File: src/assert_macros.svh
// Assertion macros shared by the RTL.
// Concurrent checks compile away when SYNTHESIS is defined.
`ifndef ASSERT_MACROS_SVH
`define ASSERT_MACROS_SVH
`ifndef SYNTHESIS
// Clocked check, disabled while the active-low reset is asserted.
`define DIR_ASSERT(lbl, clk, rstn, prop) \
  lbl: assert property (@(posedge clk) disable iff (!rstn) (prop)) \
    else $error("dir assertion failed");
// Clocked implication check, disabled during reset.
`define DIR_ASSERT_IMP(lbl, clk, rstn, ante, cons) \
  lbl: assert property (@(posedge clk) disable iff (!rstn) (ante) |=> (cons)) \
    else $error("dir assertion failed");
`else
`define DIR_ASSERT(lbl, clk, rstn, prop)
`define DIR_ASSERT_IMP(lbl, clk, rstn, ante, cons)
`endif
`endif

File: src/dir_pkg.sv
// Package for the disjoint interval reserve block: default sizes.
// No dependencies.
`default_nettype none
package dir_pkg;
  localparam int unsigned DEF_TABLE_DEPTH = 64;
  localparam int unsigned DEF_COORD_BITS  = 32;
endpackage
`default_nettype wire

File: src/dir_range_mem.sv
// Range table storage: one write port, one read port, registered read data.
// Uses dir_pkg for its default sizes; sized by the top level.
`default_nettype none
module dir_range_mem #(
  parameter int unsigned DEPTH = dir_pkg::DEF_TABLE_DEPTH,
  parameter int unsigned AW    = 6,
  parameter int unsigned DW    = 2 * dir_pkg::DEF_COORD_BITS
) (
  input  wire logic          clk_i,
  input  wire logic          wr_en_i,
  input  wire logic [AW-1:0] wr_addr_i,
  input  wire logic [DW-1:0] wr_data_i,
  input  wire logic          rd_en_i,
  input  wire logic [AW-1:0] rd_addr_i,
  output      logic [DW-1:0] rd_data_o
);
  logic [DW-1:0] mem_q [DEPTH];

  always_ff @(posedge clk_i) begin
    if (wr_en_i) begin
      mem_q[wr_addr_i] <= wr_data_i;
    end
  end

  always_ff @(posedge clk_i) begin
    if (rd_en_i) begin
      rd_data_o <= mem_q[rd_addr_i];
    end
  end
endmodule
`default_nettype wire

File: src/disjoint_interval_reserve.sv
// Disjoint interval reserve: top level, control sequencer and result register.
// Depends on dir_pkg, dir_range_mem and assert_macros.svh.
//
// Usage:
//  - Slave channel s_axis_*: one item per closed range, start in the low
//    COORD_BITS bits of tdata, end in the next COORD_BITS bits.
//  - Master channel m_axis_*: one result item per request: accepted flag,
//    table_full flag and the running best (largest end - start + 2, 1 at start).
//  - A request is compared with every stored range, one memory read per
//    cycle. It is stored only if it shares no coordinate with any of them.
//  - Sequence: after acceptance the sequencer reads the N ranges stored so far
//    (none while the table is empty), drains the last compare, ends the scan
//    and then decides and writes, reading through the single read port of
//    the range memory. tready comes back in the cycle after the decide step,
//    so a new request is taken only once the previous one has been decided.
//  - Only one request is in flight; tready is high while the sequencer idles.
//    A new request is taken while the previous result still waits in the
//    output register.
//  - Receiver stall: the sequencer holds in its decide step until the output
//    register is free; nothing is lost or repeated.
//  - Reset (rst_ni low, async): table empty, best = 1, no result pending.
//    The memory is not cleared; only entries below the fill count are read.
`default_nettype none
module disjoint_interval_reserve #(
  parameter int unsigned TABLE_DEPTH = dir_pkg::DEF_TABLE_DEPTH,
  parameter int unsigned COORD_BITS  = dir_pkg::DEF_COORD_BITS,
  localparam int unsigned IN_W  = ((2 * COORD_BITS) + 7) / 8 * 8,
  localparam int unsigned OUT_W = ((COORD_BITS + 3) + 7) / 8 * 8
) (
  input  wire logic             clk_i,
  input  wire logic             rst_ni,
  input  wire logic             s_axis_tvalid_i,
  output      logic             s_axis_tready_o,
  // fields from bit 0: range_start, range_end, zero pad
  input  wire logic [IN_W-1:0]  s_axis_tdata_i,
  output      logic             m_axis_tvalid_o,
  input  wire logic             m_axis_tready_i,
  // fields from bit 0: accepted, table_full, best_value, zero pad
  output      logic [OUT_W-1:0] m_axis_tdata_o
);
  `include "assert_macros.svh"

  localparam int unsigned AW = (TABLE_DEPTH > 1) ? $clog2(TABLE_DEPTH) : 1;
  localparam int unsigned CW = $clog2(TABLE_DEPTH + 1);
  localparam int unsigned BW = COORD_BITS + 1;

  typedef enum logic [1:0] {
    ST_IDLE,
    ST_SCAN,
    ST_DONE
  } state_e;

  state_e                state_q;
  logic [COORD_BITS-1:0] start_q;   // request under test
  logic [COORD_BITS-1:0] end_q;
  logic [BW-1:0]         span_q;    // end - start + 2
  logic                  bad_q;     // inverted range
  logic [CW-1:0]         idx_q;     // next entry to read
  logic                  cmp_q;     // read data valid this cycle
  logic                  hit_q;     // overlap seen so far
  logic [CW-1:0]         count_q;
  logic [BW-1:0]         best_q;
  logic                  ovalid_q;
  logic                  oacc_q;
  logic                  ofull_q;
  logic [BW-1:0]         obest_q;

  logic [COORD_BITS-1:0] in_start;
  logic [COORD_BITS-1:0] in_end;
  logic                  issue;
  logic [2*COORD_BITS-1:0] rd_data;
  logic [COORD_BITS-1:0] rd_start;
  logic [COORD_BITS-1:0] rd_end;
  logic                  hit_now;
  logic                  out_free;
  logic                  clean;
  logic                  is_full;
  logic                  can_store;
  logic                  wr_en;
  logic                  done_fire;
  logic [BW-1:0]         best_d;

  assign in_start = s_axis_tdata_i[COORD_BITS-1:0];
  assign in_end   = s_axis_tdata_i[2*COORD_BITS-1:COORD_BITS];

  // one read per cycle over the filled part of the table
  assign issue    = (state_q == ST_SCAN) && (idx_q < count_q);
  assign rd_start = rd_data[COORD_BITS-1:0];
  assign rd_end   = rd_data[2*COORD_BITS-1:COORD_BITS];
  // closed ranges: touching endpoints count as overlap
  assign hit_now  = cmp_q && (start_q <= rd_end) && (end_q >= rd_start);

  assign out_free  = !ovalid_q || m_axis_tready_i;
  assign clean     = !bad_q && !hit_q;
  assign is_full   = (count_q == CW'(TABLE_DEPTH));
  assign can_store = clean && !is_full;
  assign done_fire = (state_q == ST_DONE) && out_free;
  assign wr_en     = done_fire && can_store;
  assign best_d    = (can_store && (span_q > best_q)) ? span_q : best_q;

  dir_range_mem #(
    .DEPTH (TABLE_DEPTH),
    .AW    (AW),
    .DW    (2 * COORD_BITS)
  ) u_mem (
    .clk_i     (clk_i),
    .wr_en_i   (wr_en),
    .wr_addr_i (count_q[AW-1:0]),
    .wr_data_i ({end_q, start_q}),
    .rd_en_i   (issue),
    .rd_addr_i (idx_q[AW-1:0]),
    .rd_data_o (rd_data)
  );

  always_ff @(posedge clk_i or negedge rst_ni) begin
    if (!rst_ni) begin
      state_q  <= ST_IDLE;
      start_q  <= '0;
      end_q    <= '0;
      span_q   <= '0;
      bad_q    <= 1'b0;
      idx_q    <= '0;
      cmp_q    <= 1'b0;
      hit_q    <= 1'b0;
      count_q  <= '0;
      best_q   <= BW'(1);
      ovalid_q <= 1'b0;
      oacc_q   <= 1'b0;
      ofull_q  <= 1'b0;
      obest_q  <= BW'(1);
    end else begin
      // a new result in the decide step takes priority over the drain
      if (ovalid_q && m_axis_tready_i && !done_fire) begin
        ovalid_q <= 1'b0;
      end
      case (state_q)
        ST_IDLE: begin
          if (s_axis_tvalid_i) begin
            start_q <= in_start;
            end_q   <= in_end;
            span_q  <= {1'b0, in_end} - {1'b0, in_start} + BW'(2);
            bad_q   <= (in_start > in_end);
            idx_q   <= '0;
            cmp_q   <= 1'b0;
            hit_q   <= 1'b0;
            state_q <= ST_SCAN;
          end
        end
        ST_SCAN: begin
          cmp_q <= issue;
          idx_q <= idx_q + CW'(issue);
          if (hit_now) begin
            hit_q <= 1'b1;
          end
          if (!issue && !cmp_q) begin
            state_q <= ST_DONE;
          end
        end
        ST_DONE: begin
          if (out_free) begin
            ovalid_q <= 1'b1;
            oacc_q   <= can_store;
            ofull_q  <= clean && is_full;
            obest_q  <= best_d;
            best_q   <= best_d;
            if (can_store) begin
              count_q <= count_q + CW'(1);
            end
            state_q <= ST_IDLE;
          end
        end
        default: begin
          state_q <= ST_IDLE;
        end
      endcase
    end
  end

  assign s_axis_tready_o = (state_q == ST_IDLE);
  assign m_axis_tvalid_o = ovalid_q;
  assign m_axis_tdata_o  = OUT_W'({obest_q, ofull_q, oacc_q});

  // table never grows past its depth
  `DIR_ASSERT(a_count_bound, clk_i, rst_ni, count_q <= CW'(TABLE_DEPTH))
  // a stored range and a dropped-for-space flag never come together
  `DIR_ASSERT(a_flags_excl, clk_i, rst_ni, !(ovalid_q && oacc_q && ofull_q))
  // a write grows the fill count by exactly one
  `DIR_ASSERT_IMP(a_count_step, clk_i, rst_ni, wr_en, count_q == $past(count_q) + CW'(1))
  // the running best never falls
  `DIR_ASSERT_IMP(a_best_mono, clk_i, rst_ni, 1'b1, best_q >= $past(best_q))
endmodule
`default_nettype wire

File: config.mk
export PLATFORM = sky130hd
export DESIGN_NAME = disjoint_interval_reserve
export DESIGN_NICKNAME = d
export VERILOG_FILES = /design/src/dir_pkg.sv /design/src/dir_range_mem.sv /design/src/disjoint_interval_reserve.sv
export VERILOG_INCLUDE_DIRS = /design/src /design/src/src
export SDC_FILE = /design/constraint.sdc
export NUM_CORES = 2
export LEC_CHECK = 0
export BUFFER_PORTS_ARGS = -buffer_cell sky130_fd_sc_hd__buf_4
export CORE_MARGIN = 10
export CORE_UTILIZATION = 40
export DETAILED_ROUTE_END_ITERATION = 10
export SLEW_MARGIN = 20
export SYNTH_ARGS = -nofsm -noshare
export SYNTH_HDL_FRONTEND = slang
export SYNTH_HIERARCHICAL = 1
export SYNTH_SLANG_ARGS = --single-unit
export TNS_END_PERCENT = 30
File: constraint.sdc
create_clock -name clk_i -period 17.5 [get_ports clk_i]
set_input_delay 1.75 -clock clk_i [delete_from_list [all_inputs] [get_ports clk_i]]
set_output_delay 1.75 -clock clk_i [all_outputs]
set_load 0.02 [all_outputs]
[Yosys cells after proc, flatten, opt, wreduce, memory -nomap -nowiden]
Memory sizes are Yosys's and may differ from the RTL's. A register that Yosys moved wholly into a read port is not among the register bits.
Index checks and enable logic that the tools add are counted.
Operators by class
  $add $sub $neg: 4
  magnitude comparators: 5
  equal/unequal tests: 7
  muxes and demuxes: 15
  reduce and logical (&&, ||, !) cells: 29
Operators with widths (count)
  33-bit by 2-bit adder with 33-bit output, second input constant: 1
  33-bit > comparator: 1
  32-bit by 32-bit subtractor with 33-bit output: 1
  32-bit >= comparator: 1
  32-bit > comparator: 1
  32-bit less-or-equal comparator: 1
  7-bit one-hot mux with 2 select lines: 1
  1-bit logical AND: 12
  3-bit AND reduction: 4
  7-bit by 1-bit adder with 7-bit output: 1
  7-bit by 1-bit adder with 7-bit output, second input constant: 1
  7-bit == test, second input constant: 1
  1-bit logical NOT: 7
  7-bit less-than comparator: 1
  1-bit two-way mux: 7
  7-bit two-way mux: 1
  2-bit two-way mux: 3
  2-bit inequality test, second input constant: 3
  2-bit one-hot mux with 3 select lines: 1
  2-bit AND reduction: 3
  1-bit one-hot mux with 2 select lines: 2
  2-bit by 1-bit == test with 1-bit output, second input constant: 1
  2-bit == test, second input constant: 1
  2-bit logical NOT: 1
  3 further kinds: 3
Storage, ports and cells
  register bits after elaboration: 152
  RAM bits: 4096
  bits of input ports: 68
  word-level logic and storage cells: 74
  memories kept: 1
Memory list
  u_mem.mem_q: words 64, bits a word 64, read ports 1, clocked after memory_dff 1, write ports 1, RTL line dir_range_mem.sv:17  | logic [DW-1:0] mem_q [DEPTH];

[Longest topological paths before layout]
  depth after elaboration: 8
  gate-level depth with buffers: 15
  mapped depth without buffers: 15

[Modules after synthesis]
The synthesis kept the hierarchy.
By module, submodules not included
  dir_range_mem: instances 1, cells an instance 6598, area each 156989.3 um^2, sequential area each 124919.8 um^2
  disjoint_interval_reserve: instances 1, cells an instance 1249, area each 11349.6 um^2, sequential area each 3804.9 um^2

[Least setup slack after synthesis]
No wires, ideal clock.
  path type: input -> register
  start: in m_axis_tready_i
  end: mem u_mem/mem_q[48][0] (netlist name) (enable)
  data arrival time: 7171 ps
  slack: 9765 ps
  cell stages on the path: 5
  path buffers: 0
  path through: nand2b_1 > nand2_1 > nor4_4 > nand4b_1 > nor3_1
On the way
  longest elaborated chain between the ends: 5
Ends and longest elaborated chain
  start, declared: RTL line disjoint_interval_reserve.sv:37  | input wire logic m_axis_tready_i,
  1-bit logical OR: RTL line disjoint_interval_reserve.sv:93  | assign out_free = !ovalid_q || m_axis_tready_i;
  1-bit logical AND: RTL line disjoint_interval_reserve.sv:97  | assign done_fire = (state_q == ST_DONE) && out_free;
  1-bit logical AND: RTL line disjoint_interval_reserve.sv:98  | assign wr_en = done_fire && can_store;
  via wr_en: RTL line disjoint_interval_reserve.sv:79  | logic wr_en;
  1-bit two-way mux: RTL line dir_range_mem.sv:20  | if (wr_en_i) begin
  1-bit two-way mux (not written as such): RTL line dir_range_mem.sv:21  | mem_q[wr_addr_i] <= wr_data_i;
  end, declared: RTL line dir_range_mem.sv:17
The timed path passes the listed nets, and every way through them passes these cells.

[Worst setup path after layout]
  start: reg idx_q[1]
  end: reg u_mem.rd_data_o[29] (read register of u_mem.mem_q), data pin
On the way
  longest elaborated chain between the ends: 2
Ends and longest elaborated chain
  start, declared: RTL line disjoint_interval_reserve.sv:58  | logic [CW-1:0] idx_q;
  start signal, assigned: RTL line disjoint_interval_reserve.sv:151  | idx_q <= idx_q + CW'(issue);
  7-bit less-than comparator: RTL line disjoint_interval_reserve.sv:87  | assign issue = (state_q == ST_SCAN) && (idx_q < count_q);
  1-bit logical AND: RTL line disjoint_interval_reserve.sv:87
  end, declared: RTL line dir_range_mem.sv:15  | output logic [DW-1:0] rd_data_o
Several ways; a longest one is shown, not always the timed one.
A chain may end at the register's enable or synchronous reset.

==> flow_metrics.env <==
export IMPL_cp_arrival_ns=6.58
export IMPL_status="finished clean"
export IMPL_drc_errors=0
export IMPL_dieWidth_um=669
export IMPL_die_area_mm2=0.447
export IMPL_rsz0062_at_grt="false"
export IMPL_cts_sinks=4312
export IMPL_grt_ovfl_total=0
export IMPL_grt_max_degree=109
export IMPL_synth_seq_cells=4312
export IMPL_min_period_ns=5.83
export IMPL_slowest_stage="buf_4"
export IMPL_p_leak_uw=0.0614
export IMPL_worstSkewPairLatency_ns=1.00
export IMPL_cts_hold_buf=0
export IMPL_syn_area_per_cell_um2=21.5
export IMPL_path_class="flip-flop to flip-flop"
export IMPL_start_util=0.401
export IMPL_synth_top_family_by_area="multiplexers"
export IMPL_cts_made_buffers=423
export IMPL_pwr_share_clk=0.285
export IMPL_syn_area_mm2=0.168
export IMPL_synth_top_area_share=0.742
export IMPL_synthAdderAreaFrac=0.0151
export IMPL_setup_viol=0
export IMPL_cts_root_buffer="clkbuf_16"
export IMPL_skew_ns=0.0803
export IMPL_cpMostUsedCell="buf_4"
export IMPL_cts_buffer_depth=4
export IMPL_async_flop_share=0.0353
export IMPL_syn2layout_area_growth_pct=13.3
export IMPL_port_buffers=104
export IMPL_fin_tns_setup_ns=0
export IMPL_drv_slew=0
export IMPL_end_kind="flip-flop"
export IMPL_first_global_vias=85400
export IMPL_clk_pin_slew_ns=0.06
export IMPL_synth_warning_count=6
export IMPL_hp_class="flip-flop to flip-flop"
export IMPL_cp_slowest_stage_delay_ns=0.81
export IMPL_place_gp_congestion=0.904
export IMPL_synth_compound_area_frac=0.0346
export IMPL_seqPwrFrac=0.427
export IMPL_synthSimpleGateAreaFrac=0.0201
export IMPL_hpwl_um=291000
export IMPL_post_cts_buffers=0
export IMPL_critPathMaxFanout=48
export IMPL_ir_worst_vdd_mv=0.144
export IMPL_synth_area_leaders="edfxtp_1 (74%), mux4_2 (14%), dfrtp_1 (2.2%)"
export IMPL_critPathLaunchType="flip-flop"
export IMPL_r2r_cells=10
export IMPL_vias=85400
export IMPL_syn_inst=7847
export IMPL_p_sw_frac=0.328
export IMPL_io_pins=110
export IMPL_finalWirelength_um=493000
export IMPL_ant_nets=0
export IMPL_power_switching_uw=10400
export IMPL_ys_flop_type="edfxtp_1"
export IMPL_maxCapViolCount=0
export IMPL_hold_slack_ns=0.485
export IMPL_antenna_found_initial=46
export IMPL_wl_per_cell_um=34.8
export IMPL_timing_fmax_ghz=0.171
export IMPL_period_share=0.333
export IMPL_crit_chain="buf_4, buf_4, buf_4, buf_4, mux4_2, mux2i_1, buf_4, nand2_1, a41oi_1, a211oi_1"
export IMPL_synth_mux_area_fraction=0.148
export IMPL_synth_edff_count=4160
export IMPL_core_mm2=0.420
export IMPL_synth_top_area_cell="edfxtp_1"
export IMPL_drive_gt1_frac=0.257
export IMPL_die_y_um=669
export IMPL_grt_pass1_wl_um=684000
export IMPL_num_rows=238
export IMPL_power_density_mw_per_mm2=166
export IMPL_min_path_cells=2
export IMPL_cts_tree="yes"
export IMPL_slew_headroom=0.134
export IMPL_htree_num_levels=5
export IMPL_worst_slew_pin_slew_ns=1.30
export IMPL_finalPower_uw=31600
export IMPL_finalHoldViolations=0
export IMPL_crit_required_ns=18.25
export IMPL_p_int_uw=21200
export IMPL_fin_nets=8501
export IMPL_grt_usage=0.216
export IMPL_ys_types=75
export IMPL_drt_initial_drc_count=11900
export IMPL_synth_seq_area_share=0.765
export IMPL_drt_pass1_iter_count=6
export IMPL_cts_resized=0
export IMPL_synth_xor_area_frac=0.00140
export IMPL_avgViaCountPerCell=6.04
export IMPL_p_comb_frac=0.288
-- critical path: cells and delay by family (launching register included) --
| kind | cells | cell delay [ns] |
|---|---|---|
| flops | 1 | 0.76 |
| simple gates | 1 | 0.05 |
| mux | 2 | 1.19 |
| compound gates | 2 | 0.32 |
| buf+inv | 5 | 3.13 |
-- layout by cell type (no fill, tap or decap), types with 30 or more instances in the layout --
cell type,netlist,layout
edfxtp_1,4160,4160
mux4_2,1024,1024
clkbuf_16,0,431
buf_4,41,344
ha_1,202,202
nand2_1,202,198
inv_1,195,195
a22oi_1,169,169
mux2i_1,136,136
o21ai_0,130,130
clkbuf_1,166,97
a22o_1,89,89
dfrtp_1,151,86
clkinv_2,0,85
clkinv_1,0,84
o22ai_1,83,83
nor2_1,147,80
a211oi_1,73,73
and3_1,69,69
nor2_4,0,66
nand3_1,64,64
a21oi_1,55,55
a21o_1,54,54
dfrtp_2,0,47
o221ai_1,40,40
nor2b_1,43,39
diode_2,0,37
bufinv_16,0,35
nand4_1,32,32
or2_2,31,31
or3_1,31,31
mux2_4,30,30
-- area by class of cell --
cell class | count | area [um2]
inverters | 196 | 736
flip-flops and latches | 4312 | 129000
clock buffers | 544 | 11400
well taps | 5520 | 6910
clock inverters | 241 | 2340
repair buffers | 362 | 2950
multi-input cells | 2935 | 37500
diodes | 37 | 92.6
fillers | 34900 | 229000
-- through the flow --
stage          cells  setup slack [ns]   util  area (um2)
2_1_floorplan   7851              9.76      -      168000
3_3_place_gp   13300             11.35  0.421      177000
3_5_place_dp   13300             11.40  0.421      177000
4_1_cts        14100             11.79  0.454      191000
5_1_grt        14100             11.61  0.454      191000
6_report       14100             11.67  0.454      191000
-- flip-flops by register name, indices dropped and copies added, names as in the netlist --
register / count
obest_q: 33
oacc_q: 1
m_axis_tvalid_o: 1
hit_q: 1
end_q: 32
span_q: 33
start_q: 32
ofull_q: 1
u_mem/rd_data_o: 64
cmp_q: 1
idx_q: 7
state_q: 2
bad_q: 1
u_mem/mem_q: 4096
count_q: 7
-- path summary, 6_finish.rpt --
check | from | end | slack (ns)
hold / removal | end_q[19] | end_q[19] | 0.48
max in group asynchronous | rst_ni | end_q[7] | 14.91
setup / recovery | idx_q[1] | u_mem/rd_data_o[29] | 11.67
hold reg to reg | end_q[19] | end_q[19] | 0.48
setup reg to reg | idx_q[1] | u_mem/rd_data_o[29] | 11.67
min in group asynchronous | rst_ni | span_q[29] | 0.90
-- power groups by stage --
stage	combinational (uW)	sequential [uW]	clock, uW
after floorplan	4990	13900	0
after CTS	9130	13500	9140
final	9110	13500	9010
after detailed placement	9120	13700	0
after global routing	9570	13500	9550
after global placement	8960	13700	0
-- logic make-up (layout without fill, tap and decap cells) --
family	count (synthesis)	count (layout)
AOI/OAI and AO/OA	818	818
muxes	1194	1194
adders and majority gates	203	203
DFF	4312	4312
and+or+nand+nor	688	688
xor gates and xnor gates	27	27
other	1	42
buffers and inverters	604	1343
-- layer usage --
layer  share of wire  wire length [um]  vias up  track usage
met2            0.46            226000     4596        0.333
met3            0.11             52500      858       0.0582
met4           0.046             22400       10       0.0834
li1                -                 -    33700            -
met1            0.39            192000    46300        0.294
met5         0.00012                57        -            0
-- Yosys cell counts (all sizes together), types with 89 or more instances --
cell type  instances
mux2i            136
mux4            1024
nand2            202
clkbuf           166
dfrtp            151
a22oi            169
edfxtp          4160
ha               202
a22o              89
nor2             147
buf              242
o21ai            132
inv              196
Note: power is estimated with default switching activity, not from simulation.
